### src/design/rwt_pkg.sv
`timescale 1ns / 1ps
// ----------------------------------------------------------------------------
// rwt_pkg: shared types and constants of the replay window table
// Table geometry, status codes, register indexes and the entry / request
// records passed between the sequencer, compare unit and entry store.
// ----------------------------------------------------------------------------
package rwt_pkg;

   localparam int TABLE_DEPTH = 8;
   localparam int IDX_W       = (TABLE_DEPTH > 1) ? $clog2(TABLE_DEPTH) : 1;

   localparam int NODE_W = 8;
   localparam int EP_W   = 16;
   localparam int SESS_W = 32;
   localparam int CMD_W  = 32;
   localparam int STAT_W = 3;

   localparam int CSR_IDX_W  = 8;
   localparam int CSR_DATA_W = 16;

   localparam int REQ_DATA_W = 120;
   localparam int RSP_DATA_W = 8;

   localparam logic [CSR_IDX_W-1:0] REG_BROADCAST_NODE = CSR_IDX_W'(0);
   localparam logic [CSR_IDX_W-1:0] REG_STATIC_EP_LIM  = CSR_IDX_W'(1);

   localparam logic [NODE_W-1:0] BROADCAST_RESET = NODE_W'(255);
   localparam logic [EP_W-1:0]   EP_LIMIT_RESET  = EP_W'(256);

   localparam logic MODE_ACCEPT = 1'b0;
   localparam logic MODE_ROTATE = 1'b1;

   localparam logic [STAT_W-1:0] ST_OK        = STAT_W'(0);
   localparam logic [STAT_W-1:0] ST_BAD_ARG   = STAT_W'(1);
   localparam logic [STAT_W-1:0] ST_MISMATCH  = STAT_W'(2);
   localparam logic [STAT_W-1:0] ST_REPLAY    = STAT_W'(3);
   localparam logic [STAT_W-1:0] ST_NO_SPACE  = STAT_W'(4);
   localparam logic [STAT_W-1:0] ST_NOT_FOUND = STAT_W'(5);

   typedef struct packed {
      logic              valid;
      logic              has_cmd;
      logic [NODE_W-1:0] node;
      logic [EP_W-1:0]   endpoint;
      logic [SESS_W-1:0] session;
      logic [CMD_W-1:0]  last_cmd;
   } entry_type;

   typedef struct packed {
      logic              mode;
      logic [NODE_W-1:0] node;
      logic [EP_W-1:0]   endpoint;
      logic [SESS_W-1:0] session;
      logic [SESS_W-1:0] new_session;
      logic [CMD_W-1:0]  command;
   } req_type;

   typedef struct packed {
      logic [NODE_W-1:0] broadcast_node;
      logic [EP_W-1:0]   ep_limit;
   } cfg_type;

   typedef struct packed {
      logic key_hit;
      logic sess_eq;
      logic newer;
   } cmp_type;

endpackage

### src/design/rwt_cmp.sv
`timescale 1ns / 1ps
// ----------------------------------------------------------------------------
// rwt_cmp: entry compare unit
// Key match, session match and serial-number newer test of one entry
// against the current request; reused on every scan step.
// ----------------------------------------------------------------------------
module rwt_cmp (
   input  rwt_pkg::entry_type entry,
   input  rwt_pkg::req_type   req,
   output rwt_pkg::cmp_type   result
);

   logic [rwt_pkg::CMD_W-1:0] diff;

   assign diff = req.command - entry.last_cmd;

   always_comb begin
      result.key_hit = entry.valid && (entry.node == req.node)
                       && (entry.endpoint == req.endpoint);
      result.sess_eq = (entry.session == req.session);
      // newer when no command is recorded yet, or when the difference is nonzero and in the lower half of the space
      result.newer   = !entry.has_cmd
                       || ((diff != '0) && !diff[rwt_pkg::CMD_W-1]);
   end

endmodule

### src/design/rwt_table.sv
`timescale 1ns / 1ps
// ----------------------------------------------------------------------------
// rwt_table: replay entry store
// One read index, one write port of a whole entry. Valid bits clear on
// reset; entry contents are only looked at while valid.
// ----------------------------------------------------------------------------
module rwt_table (
   input  logic                         clock,
   input  logic                         reset,
   input  logic [rwt_pkg::IDX_W-1:0]    rd_idx,
   output rwt_pkg::entry_type           rd_entry,
   input  logic                         wr_en,
   input  logic [rwt_pkg::IDX_W-1:0]    wr_idx,
   input  rwt_pkg::entry_type           wr_entry
);

   logic [rwt_pkg::TABLE_DEPTH-1:0]  valid_ff;
   logic [rwt_pkg::TABLE_DEPTH-1:0]  valid_in;
   rwt_pkg::entry_type               data_ff [rwt_pkg::TABLE_DEPTH];

   always_comb begin
      valid_in = valid_ff;
      if (wr_en) begin
         valid_in[wr_idx] = wr_entry.valid;
      end
   end

   always_ff @(posedge clock) begin
      if (reset) begin
         valid_ff <= '0;
      end else begin
         valid_ff <= valid_in;
      end
   end

   always_ff @(posedge clock) begin
      if (wr_en) begin
         data_ff[wr_idx] <= wr_entry;
      end
   end

   always_comb begin
      rd_entry       = data_ff[rd_idx];
      rd_entry.valid = valid_ff[rd_idx];
   end

endmodule

### src/design/rwt_seq.sv
`timescale 1ns / 1ps
// ----------------------------------------------------------------------------
// rwt_seq: lookup sequencer
// Latches a request, walks the table one entry a cycle through the shared
// compare unit, updates the chosen entry and loads the response register.
// ----------------------------------------------------------------------------
module rwt_seq (
   input  logic                           clock,
   input  logic                           reset,
   input  rwt_pkg::cfg_type               cfg,
   input  logic                           req_valid,
   output logic                           req_ready,
   input  rwt_pkg::req_type               req,
   output logic                           rsp_valid,
   input  logic                           rsp_ready,
   output logic [rwt_pkg::STAT_W-1:0]     rsp_status,
   output logic [rwt_pkg::IDX_W-1:0]      rd_idx,
   input  rwt_pkg::entry_type             rd_entry,
   output logic                           wr_en,
   output logic [rwt_pkg::IDX_W-1:0]      wr_idx,
   output rwt_pkg::entry_type             wr_entry
);

   typedef enum logic [2:0] {
      S_IDLE = 3'b001,
      S_SCAN = 3'b010,
      S_RESP = 3'b100
   } state_type;

   localparam logic [rwt_pkg::IDX_W-1:0] LAST_IDX = rwt_pkg::IDX_W'(rwt_pkg::TABLE_DEPTH - 1);

   state_type                       state_ff, state_in;
   rwt_pkg::req_type                req_ff, req_in;
   logic                            bad_ff, bad_in;
   logic [rwt_pkg::IDX_W-1:0]       idx_ff, idx_in;
   logic                            free_found_ff, free_found_in;
   logic [rwt_pkg::IDX_W-1:0]       free_idx_ff, free_idx_in;
   logic [rwt_pkg::STAT_W-1:0]      hold_ff, hold_in;
   logic                            rsp_valid_ff, rsp_valid_in;
   logic [rwt_pkg::STAT_W-1:0]      rsp_status_ff, rsp_status_in;
   rwt_pkg::cmp_type                cmp;
   logic                            bad_arg;

   rwt_cmp u_cmp (
      .entry  (rd_entry),
      .req    (req_ff),
      .result (cmp)
   );

   always_comb begin
      bad_arg = (req.node == cfg.broadcast_node) || (req.endpoint >= cfg.ep_limit);
      if (req.mode == rwt_pkg::MODE_ROTATE) begin
         bad_arg = bad_arg || (req.new_session == '0) || (req.new_session == req.session);
      end else begin
         bad_arg = bad_arg || (req.command == '0);
      end
   end

   always_comb begin
      state_in      = state_ff;
      req_in        = req_ff;
      bad_in        = bad_ff;
      idx_in        = idx_ff;
      free_found_in = free_found_ff;
      free_idx_in   = free_idx_ff;
      hold_in       = hold_ff;
      rsp_valid_in  = rsp_valid_ff && !rsp_ready;
      rsp_status_in = rsp_status_ff;
      wr_en         = 1'b0;
      wr_idx        = idx_ff;
      wr_entry      = rd_entry;

      case (state_ff)
         S_IDLE: begin
            if (req_valid) begin
               req_in        = req;
               bad_in        = bad_arg;
               idx_in        = '0;
               free_found_in = 1'b0;
               state_in      = S_SCAN;
            end
         end
         S_SCAN: begin
            if (bad_ff) begin
               hold_in  = rwt_pkg::ST_BAD_ARG;
               state_in = S_RESP;
            end else if (cmp.key_hit) begin
               state_in = S_RESP;
               if (!cmp.sess_eq) begin
                  hold_in = rwt_pkg::ST_MISMATCH;
               end else if (req_ff.mode == rwt_pkg::MODE_ROTATE) begin
                  hold_in           = rwt_pkg::ST_OK;
                  wr_en             = 1'b1;
                  wr_entry.session  = req_ff.new_session;
                  wr_entry.has_cmd  = 1'b0;
                  wr_entry.last_cmd = '0;
               end else if (!cmp.newer) begin
                  hold_in = rwt_pkg::ST_REPLAY;
               end else begin
                  hold_in           = rwt_pkg::ST_OK;
                  wr_en             = 1'b1;
                  wr_entry.has_cmd  = 1'b1;
                  wr_entry.last_cmd = req_ff.command;
               end
            end else begin
               if (!rd_entry.valid && !free_found_ff) begin
                  free_found_in = 1'b1;
                  free_idx_in   = idx_ff;
               end
               if (idx_ff == LAST_IDX) begin
                  state_in = S_RESP;
                  if (req_ff.mode == rwt_pkg::MODE_ROTATE) begin
                     hold_in = rwt_pkg::ST_NOT_FOUND;
                  end else if (free_found_ff || !rd_entry.valid) begin
                     hold_in           = rwt_pkg::ST_OK;
                     wr_en             = 1'b1;
                     wr_idx            = free_found_ff ? free_idx_ff : idx_ff;
                     wr_entry.valid    = 1'b1;
                     wr_entry.has_cmd  = 1'b1;
                     wr_entry.node     = req_ff.node;
                     wr_entry.endpoint = req_ff.endpoint;
                     wr_entry.session  = req_ff.session;
                     wr_entry.last_cmd = req_ff.command;
                  end else begin
                     hold_in = rwt_pkg::ST_NO_SPACE;
                  end
               end else begin
                  idx_in = idx_ff + 1'b1;
               end
            end
         end
         S_RESP: begin
            if (!rsp_valid_ff || rsp_ready) begin
               rsp_valid_in  = 1'b1;
               rsp_status_in = hold_ff;
               state_in      = S_IDLE;
            end
         end
         default: begin
            state_in = S_IDLE;
         end
      endcase
   end

   always_ff @(posedge clock) begin
      if (reset) begin
         state_ff     <= S_IDLE;
         rsp_valid_ff <= 1'b0;
      end else begin
         state_ff     <= state_in;
         rsp_valid_ff <= rsp_valid_in;
      end
   end

   always_ff @(posedge clock) begin
      req_ff        <= req_in;
      bad_ff        <= bad_in;
      idx_ff        <= idx_in;
      free_found_ff <= free_found_in;
      free_idx_ff   <= free_idx_in;
      hold_ff       <= hold_in;
      rsp_status_ff <= rsp_status_in;
   end

   assign req_ready  = (state_ff == S_IDLE);
   assign rsp_valid  = rsp_valid_ff;
   assign rsp_status = rsp_status_ff;
   assign rd_idx     = idx_ff;

endmodule

### src/design/replay_window_table.sv
`timescale 1ns / 1ps
// ----------------------------------------------------------------------------
// replay_window_table: anti-replay sequence table
// Keyed table of (node, endpoint) entries with session and last command
// number; checks accept and rotate requests, one status word per request.
// ----------------------------------------------------------------------------
//  channel  dir  handshake             payload
//  req_     in   req_tvalid/tready     tdata 120b, tuser = mode
//  rsp_     out  rsp_tvalid/tready     tdata 8b (status)
//  csr_     in   csr_valid/csr_ready   csr_index, csr_data
//
//  From accept to response, the sequencer reads one entry a cycle through a
//  single compare unit and stops at the first key hit; a bad argument ends
//  the scan at its first step. req_tready is low meanwhile.
//  The response register holds a word while rsp_tready is low; the next
//  request is taken meanwhile and waits in its final step for the slot.
//  Synchronous reset empties the table and restores the state, response valid and CSR registers.
// ----------------------------------------------------------------------------
module replay_window_table (
   input  logic                              clock,
   input  logic                              reset,
   input  logic                              req_tvalid,
   output logic                              req_tready,
   // source_node[7:0], endpoint_id[23:8], cur_session[55:24],
   // new_session[87:56], command_number[119:88]
   input  logic [rwt_pkg::REQ_DATA_W-1:0]    req_tdata,
   // mode[0]
   input  logic                              req_tuser,
   output logic                              rsp_tvalid,
   input  logic                              rsp_tready,
   // status[2:0], zero fill [7:3]
   output logic [rwt_pkg::RSP_DATA_W-1:0]    rsp_tdata,
   input  logic                              csr_valid,
   output logic                              csr_ready,
   input  logic [rwt_pkg::CSR_IDX_W-1:0]     csr_index,
   input  logic [rwt_pkg::CSR_DATA_W-1:0]    csr_data
);

   rwt_pkg::cfg_type               cfg_ff, cfg_in;
   rwt_pkg::req_type               req;
   rwt_pkg::entry_type             rd_entry;
   rwt_pkg::entry_type             wr_entry;
   logic [rwt_pkg::IDX_W-1:0]      rd_idx;
   logic [rwt_pkg::IDX_W-1:0]      wr_idx;
   logic                           wr_en;
   logic [rwt_pkg::STAT_W-1:0]     status;

   assign csr_ready = 1'b1;

   always_comb begin
      cfg_in = cfg_ff;
      if (csr_valid) begin
         case (csr_index)
            rwt_pkg::REG_BROADCAST_NODE: cfg_in.broadcast_node = csr_data[rwt_pkg::NODE_W-1:0];
            rwt_pkg::REG_STATIC_EP_LIM:  cfg_in.ep_limit       = csr_data[rwt_pkg::EP_W-1:0];
            default: cfg_in = cfg_ff;
         endcase
      end
   end

   always_ff @(posedge clock) begin
      if (reset) begin
         cfg_ff.broadcast_node <= rwt_pkg::BROADCAST_RESET;
         cfg_ff.ep_limit       <= rwt_pkg::EP_LIMIT_RESET;
      end else begin
         cfg_ff <= cfg_in;
      end
   end

   always_comb begin
      req.mode        = req_tuser;
      req.node        = req_tdata[7:0];
      req.endpoint    = req_tdata[23:8];
      req.session     = req_tdata[55:24];
      req.new_session = req_tdata[87:56];
      req.command     = req_tdata[119:88];
   end

   rwt_table u_table (
      .clock    (clock),
      .reset    (reset),
      .rd_idx   (rd_idx),
      .rd_entry (rd_entry),
      .wr_en    (wr_en),
      .wr_idx   (wr_idx),
      .wr_entry (wr_entry)
   );

   rwt_seq u_seq (
      .clock      (clock),
      .reset      (reset),
      .cfg        (cfg_ff),
      .req_valid  (req_tvalid),
      .req_ready  (req_tready),
      .req        (req),
      .rsp_valid  (rsp_tvalid),
      .rsp_ready  (rsp_tready),
      .rsp_status (status),
      .rd_idx     (rd_idx),
      .rd_entry   (rd_entry),
      .wr_en      (wr_en),
      .wr_idx     (wr_idx),
      .wr_entry   (wr_entry)
   );

   assign rsp_tdata = {{(rwt_pkg::RSP_DATA_W - rwt_pkg::STAT_W){1'b0}}, status};

endmodule

### config.mk
export PLATFORM = sky130hd
export DESIGN_NAME = replay_window_table
export DESIGN_NICKNAME = d
export VERILOG_FILES = /design/src/design/rwt_pkg.sv /design/src/design/rwt_cmp.sv /design/src/design/rwt_table.sv /design/src/design/rwt_seq.sv /design/src/design/replay_window_table.sv
export SDC_FILE = /design/constraint.sdc
export NUM_CORES = 1
export LEC_CHECK = 0
export BUFFER_PORTS_ARGS = -buffer_cell sky130_fd_sc_hd__buf_2
export CAP_MARGIN = 20
export CORE_AREA = 4 4 278 280
export DETAILED_ROUTE_END_ITERATION = 7
export DIE_AREA = 0 0 282 284
export PLACE_DENSITY = 0.68
export SLEW_MARGIN = 20
export SYNTH_ARGS = -nofsm -noshare
export SYNTH_HDL_FRONTEND = slang
export SYNTH_SLANG_ARGS = --single-unit
### constraint.sdc
create_clock -name clock -period 16.4 [get_ports clock]
set_input_delay 3.28 -clock clock [delete_from_list [all_inputs] [get_ports clock]]
set_output_delay 3.28 -clock clock [all_outputs]
set_load 0.005 [all_outputs]
### After elaboration in Yosys (flattened, before gate mapping)

Memories as Yosys holds them, arrays and structs flattened. A register that Yosys moved wholly into a read port is not among the register bits.
Cells that the tools add are included.

* muxes and demuxes: 66
* reduce and logical (&&, ||, !) cells: 34
* shift-type cells: 0
* bitwise operators: 2
* divide/modulo/power cells: 0
* $add $sub $neg: 2
* multipliers: 0
* magnitude comparators: 4
* eq/ne operators: 17

Operator list (number)
* 2-to-1 mux 90 bit: 5
* 2-to-1 mux 64 bit: 2
* 2-to-1 mux 32 bit: 3
* 2-to-1 mux 3 bit: 23
* == test 32 bit: 2
* zero test 32 bit: 2
* nonzero test 32 bit: 1
* subtractor 32 bit: 1
* 2-to-1 mux 1 bit: 25
* 2-to-1 mux 24 bit: 1
* == test 16 bit: 1
* == test 8 bit: 2
* greater-or-equal comparator 16 bit: 1
* AND reduction 2 bit: 5
* AND reduction 5 bit: 2
* case mux 3 bit (3 select lines): 1
* bitwise mux 8 bit: 1
* == test 8 x 1 -> 1 bit, second input constant: 1
* zero test 8 bit: 1
* less-than comparator 3 x 4 -> 1 bit, second input constant: 2
* inequality test 2 bit, second input constant: 4
* logical OR 1 bit: 7
* == test 3 bit, second input constant: 2
* logical AND 1 bit: 6
* other kinds (17): 24

* output and inout port bits: 11
* latch bits: 0
* bits in registers: 171
* input port bits: 150
* ROM bits: 0
* memories kept: 1
* RAM bits: 720
* logic and storage cells: 143

Memories
* u_table.data_ff: depth 8, bits a word 90, rd ports 1, clocked after Yosys merged registers in 1, write ports 1, line rwt_table.sv:19 `rwt_pkg::entry_type data_ff [rwt_pkg::TABLE_DEPTH];`

### Logic depth before layout (Yosys ltp)

* depth after elaboration: 15
* depth in mapped cells: 22

### Cells and area by module

Synthesis repeated with hierarchy kept, for this count alone.

* cell total of the unflattened synthesis: 2196
* area total of the unflattened synthesis: 38321.8 µm²

By module, submodules not included
* rwt_table: times used 1, area an instance 27103.5 µm², cells an instance 1070, seq. area each 21540.7 µm²
* rwt_seq: times used 1, area an instance 7115.6 µm², cells an instance 573, seq. area each 4134.0 µm²
* rwt_cmp: times used 1, area an instance 2960.3 µm², cells an instance 438, seq. area each 0.0 µm²
* replay_window_table: times used 1, area an instance 1142.3 µm², cells an instance 115, seq. area each 480.5 µm²

### Worst setup path before layout

Ideal clock, no wire load.

* path type: reg-to-reg
* from: reg (tool-made name)
* to: mem u_table.data_ff[1][0] (netlist bit) (enable)
* path buffers: 5
* clock period less this slack: 12.016 ns
* slack: 4.384 ns
* required time: 15.754 ns
* data arrival time: 11.370 ns
* cell stages (with the launch flop): 22
* library setup time: 0.646 ns
* path through: dfxtp_1 > buf_4 > buf_4 > buf_1 > buf_2 > buf_1 > mux4_2 > nand2_1 > nand2_1 > ha_1 > fa_1 > nand2b_1 > a21oi_1 > o211ai_1 > a211oi_1 > nor4_1 > o32ai_1 > a2111o_1 > nor4_1 > and2_2 > o31a_4 > nor3_1

RTL lines (line)
* end, declared: rwt_table.sv:19

==> out/summary.log <==
[status] run status finished, final reports clean
[place] half-perimeter wire length after detailed placement 56200 um
[place] IO Port Bufs 154
[hold_path] worst min-delay path category register to register
[synthesis] Yosys warning count 0
[global_routing] total global routing overflow 0
[synthesis] cell area after technology mapping 37900 um2
[timing] share of the clock period used by the worst path 0.494
[timing] Setup TNS Final 0 ns
[global_routing] vias in the first global route 21723
[detailed_routing] remaining antenna violation count 0
[clock_network] clock buffer depth 3
[synthesis] library cell with the highest instance count after synthesis edfxtp_1
[setup_path] peak fanout along the critical path 56
[detailed_routing] overall routed net length 89900 um
[timing] fin. max-slew vios 0
[place] weighted congestion reported at the end of routability-driven placement 0.939
[power] fraction of power spent switching nets 0.238
[synthesis] leading area contributor after synthesis edfxtp_1
[synthesis] share of flip-flops with an asynchronous set or reset after synthesis 0
[clock_network] CTS tree yes
[timing] worst rel slew slack 0.269
[synthesis] flop and latch count out of synthesis 886
[synthesis] number of standard cells after synthesis 2250
[synthesis] average instance area after synthesis 16.8 um2
[clock_network] Clk Latency, worst-skew pair 0.65 ns
[detailed_routing] violation count after the first detailed-route iteration 2302
[detailed_routing] number of remaining DRC errors 0
[clock_network] total setup buffers inserted after CTS 0
[finish] fraction of final layout cells with drive strength greater than 1 0.219
[synthesis] Commonest cells post-synth 847 x edfxtp_1, 143 x mux2i_1, 136 x mux4_2
[clock_network] maximum level of the CTS H-tree 3
[synthesis] number of enable-type register cells in the synthesized netlist 847
[finish] fillers 5613
[synthesis] part of the Yosys area used for sequential elements 0.692
[detailed_routing] vias post-DR 21238
[global_routing] number of antenna violations at the first check in global routing 1
[detailed_routing] average wire per cell in the routed design 26.0 um
[finish] final net count 2620
[setup_path] signal arrival time at the worst endpoint 8.37 ns
[global_routing] Total Routing Usage GR 0.222
[global_routing] maximum number of pins on one net before global-route repair 109
[finish] ANT cells 0
[clock_network] number of cells upsized or downsized after cts 0
[power] relative contribution of combinational cells to total power 0.107
[timing] post-layout min period 8.10 ns
[timing] unrepaired setup endpoints after global routing false
[power] power share of the sequential group 0.496
[synthesis] prevailing post-synth register cell edfxtp_1
[clock_network] clock slew at the register clock pins of the worst setup and hold paths 0.06 ns
[setup_path] Critical Setup Path Class register to register
[clock_network] Clock Tree Root clkbuf_16
[die] effective utilization at floorplan 0.509
[power] leakage dissipation 14.2 nW
[timing] highest clock frequency the design can meet 0.123 GHz
[power] maximum resistive drop on vdd 0.0809 mV
[clock_network] hold bufs inserted after CTS 0
[timing] slew at the pin closest to its max-slew limit 1.09 ns
[setup_path] Worst path most repeated cell buf_4
[die] Std-Cell Rows 100
[global_routing] first-pass GRT wire length 135000 um
[timing] Final Skew 0.0499 ns
[die] Die Width 282 um
[die] area of the core 74400 um2
[detailed_routing] first-pass iteration count of the detailed router 6
[timing] Final Hold Vio Count 0
[timing] Setup-failing EPs final 0
[synthesis] Synth area leaders edfxtp_1 67%, mux4_2 8.1%, mux2i_1 3.8%, dfxtp_1 2.1%, ha_1 1.6%
[detailed_routing] via count normalized by instance count 6.13
[setup_path] Worst setup EP type register
[setup_path] largest stage delay on the critical path 0.80 ns
[synthesis] Yosys top cell area share 0.671
[power] power density over the cells 123 nW/um2
[finish] Layout Area Growth over Synthesis 12.5%
[power] clock share of power 0.397
[power] NetSw 1.24 mW
[setup_path] critical path launch point type register
[job] Max Cap Viol 0
[setup_path] required arrival time at the worst endpoint 16.66 ns
[clock_network] number of sinks handled by clock tree synthesis 886
[setup_path] worst path cell trace buf_4 > buf_4 > mux4_2 > mux2i_1 > ha_1 > a21oi_1 > o221ai_1 > nor2b_1 > nor3_1 > nor4_1 > o31a_1 > o21ai_0 > nor4_1 > and2_2 > o31a_4 > nor3_2 > buf_4 > buf_4
[clock_network] total clock buffers created by CTS 91
[power] Int Pwr 3.98 mW
[setup_path] dominant delay contributor by cell family on the critical path buffers and inverters
[die] Die Outline Area 80100 um2
[synthesis] synth unique cells 84
[setup_path] Slowest cell on crit path buf_4
[setup_path] number of buffers and inverters on the critical path 4
[timing] worst hold margin 0.445 ns
[die] IO Pins 161
[die] height of the chip 284 um
-- cells by family (layout without fill, tap and decap cells) --
kind of cell             Yosys count  in the layout  share of synthesized area
flip-flops                       886            886                      0.692
AND/OR/NAND/NOR                  364            364                     0.0487
AO/OA/AOI/OAI                    352            352                     0.0644
multiplexers                     317            317                      0.131
buffers and inverters            172            411                     0.0229
XOR/XNOR                         107            107                     0.0247
adder cells (fa/ha/maj)           50             50                     0.0167
other                              2              6                   0.000198
-- state kept, by name, summed over array words and instances (netlist names), named ones only --
signal / flops
u_seq.hold_ff: 3
u_seq.bad_ff: 1
u_table.data_ff: 712
u_seq.req_ff: 121
u_seq.rsp_status: 3
u_seq.rd_idx: 3
u_seq.state_ff: 3
cfg_ff: 24
u_table.valid_ff: 8
u_seq.free_found_ff: 1
u_seq.free_idx_ff: 3
u_seq.rsp_valid: 1
-- power groups by stage --
| stage | sequential, mW | clock, mW | combinational [mW] |
|---|---|---|---|
| 2_1_floorplan | 2.62 | 0 | 0.396 |
| 3_3_place_gp | 2.64 | 0 | 0.545 |
| 3_5_place_dp | 2.64 | 0 | 0.554 |
| 4_1_cts | 2.59 | 2.11 | 0.557 |
| 5_1_grt | 2.59 | 2.22 | 0.605 |
| 6_report | 2.59 | 2.07 | 0.561 |
-- final cells by class --
| cell class | count | area (um2) | area share |
|---|---|---|---|
| well taps | 969 | 1210 | 0.0285 |
| clock inverters | 58 | 649 | 0.0152 |
| clock buffers | 108 | 2380 | 0.0559 |
| multi-input cells | 1196 | 10900 | 0.255 |
| flip-flops and latches | 886 | 26200 | 0.615 |
| inverters | 54 | 203 | 0.00476 |
| repair buffers | 191 | 1060 | 0.0249 |
-- layer usage --
metal	GRT usage	wire, um	vias up
met3	0.0344	5200	160
li1	-	-	9352
met4	0.0580	2280	0
met2	0.386	46200	827
met5	0	0	-
met1	0.293	36200	10899
-- layout by cell type (no fill, tap or decap), types with 37 or more instances in the layout --
cell	Yosys	layout
nand2_1	109	109
nor4_1	37	37
ha_1	49	49
inv_1	52	51
xnor2_1	44	44
xor2_1	63	63
mux2i_1	143	143
buf_2	29	154
mux4_2	136	136
clkbuf_16	0	92
o22ai_1	56	56
edfxtp_1	847	847
nor2_1	73	72
o21ai_0	42	42
a21oi_1	85	85
-- stage by stage --
| stage | worst slack (ns) | power (mW) | utilization | area (um2) | cells |
|---|---|---|---|---|---|
| 2_1_floorplan | 4.38 | 3.02 | - | 37900 | 2254 |
| 3_3_place_gp | 8.31 | 3.18 | 0.532 | 39600 | 3296 |
| 3_5_place_dp | 8.31 | 3.19 | 0.532 | 39600 | 3296 |
| 4_1_cts | 8.27 | 5.26 | 0.572 | 42600 | 3462 |
| 5_1_grt | 7.81 | 5.41 | 0.572 | 42600 | 3462 |
| 6_report | 8.30 | 5.22 | 0.572 | 42600 | 3462 |
-- path summary, 6_finish.rpt --
path	from	end	slack, ns	cells past startpoint
setup / recovery	register	u_table.data_ff[7][71]	8.30	18
hold / removal	u_seq.hold_ff[2]	u_seq.rsp_status[2]	0.45	0
setup reg to reg	register	u_table.data_ff[7][71]	8.30	18
hold reg to reg	u_seq.hold_ff[2]	u_seq.rsp_status[2]	0.45	0
Note: power is estimated with default switching activity, not from simulation.
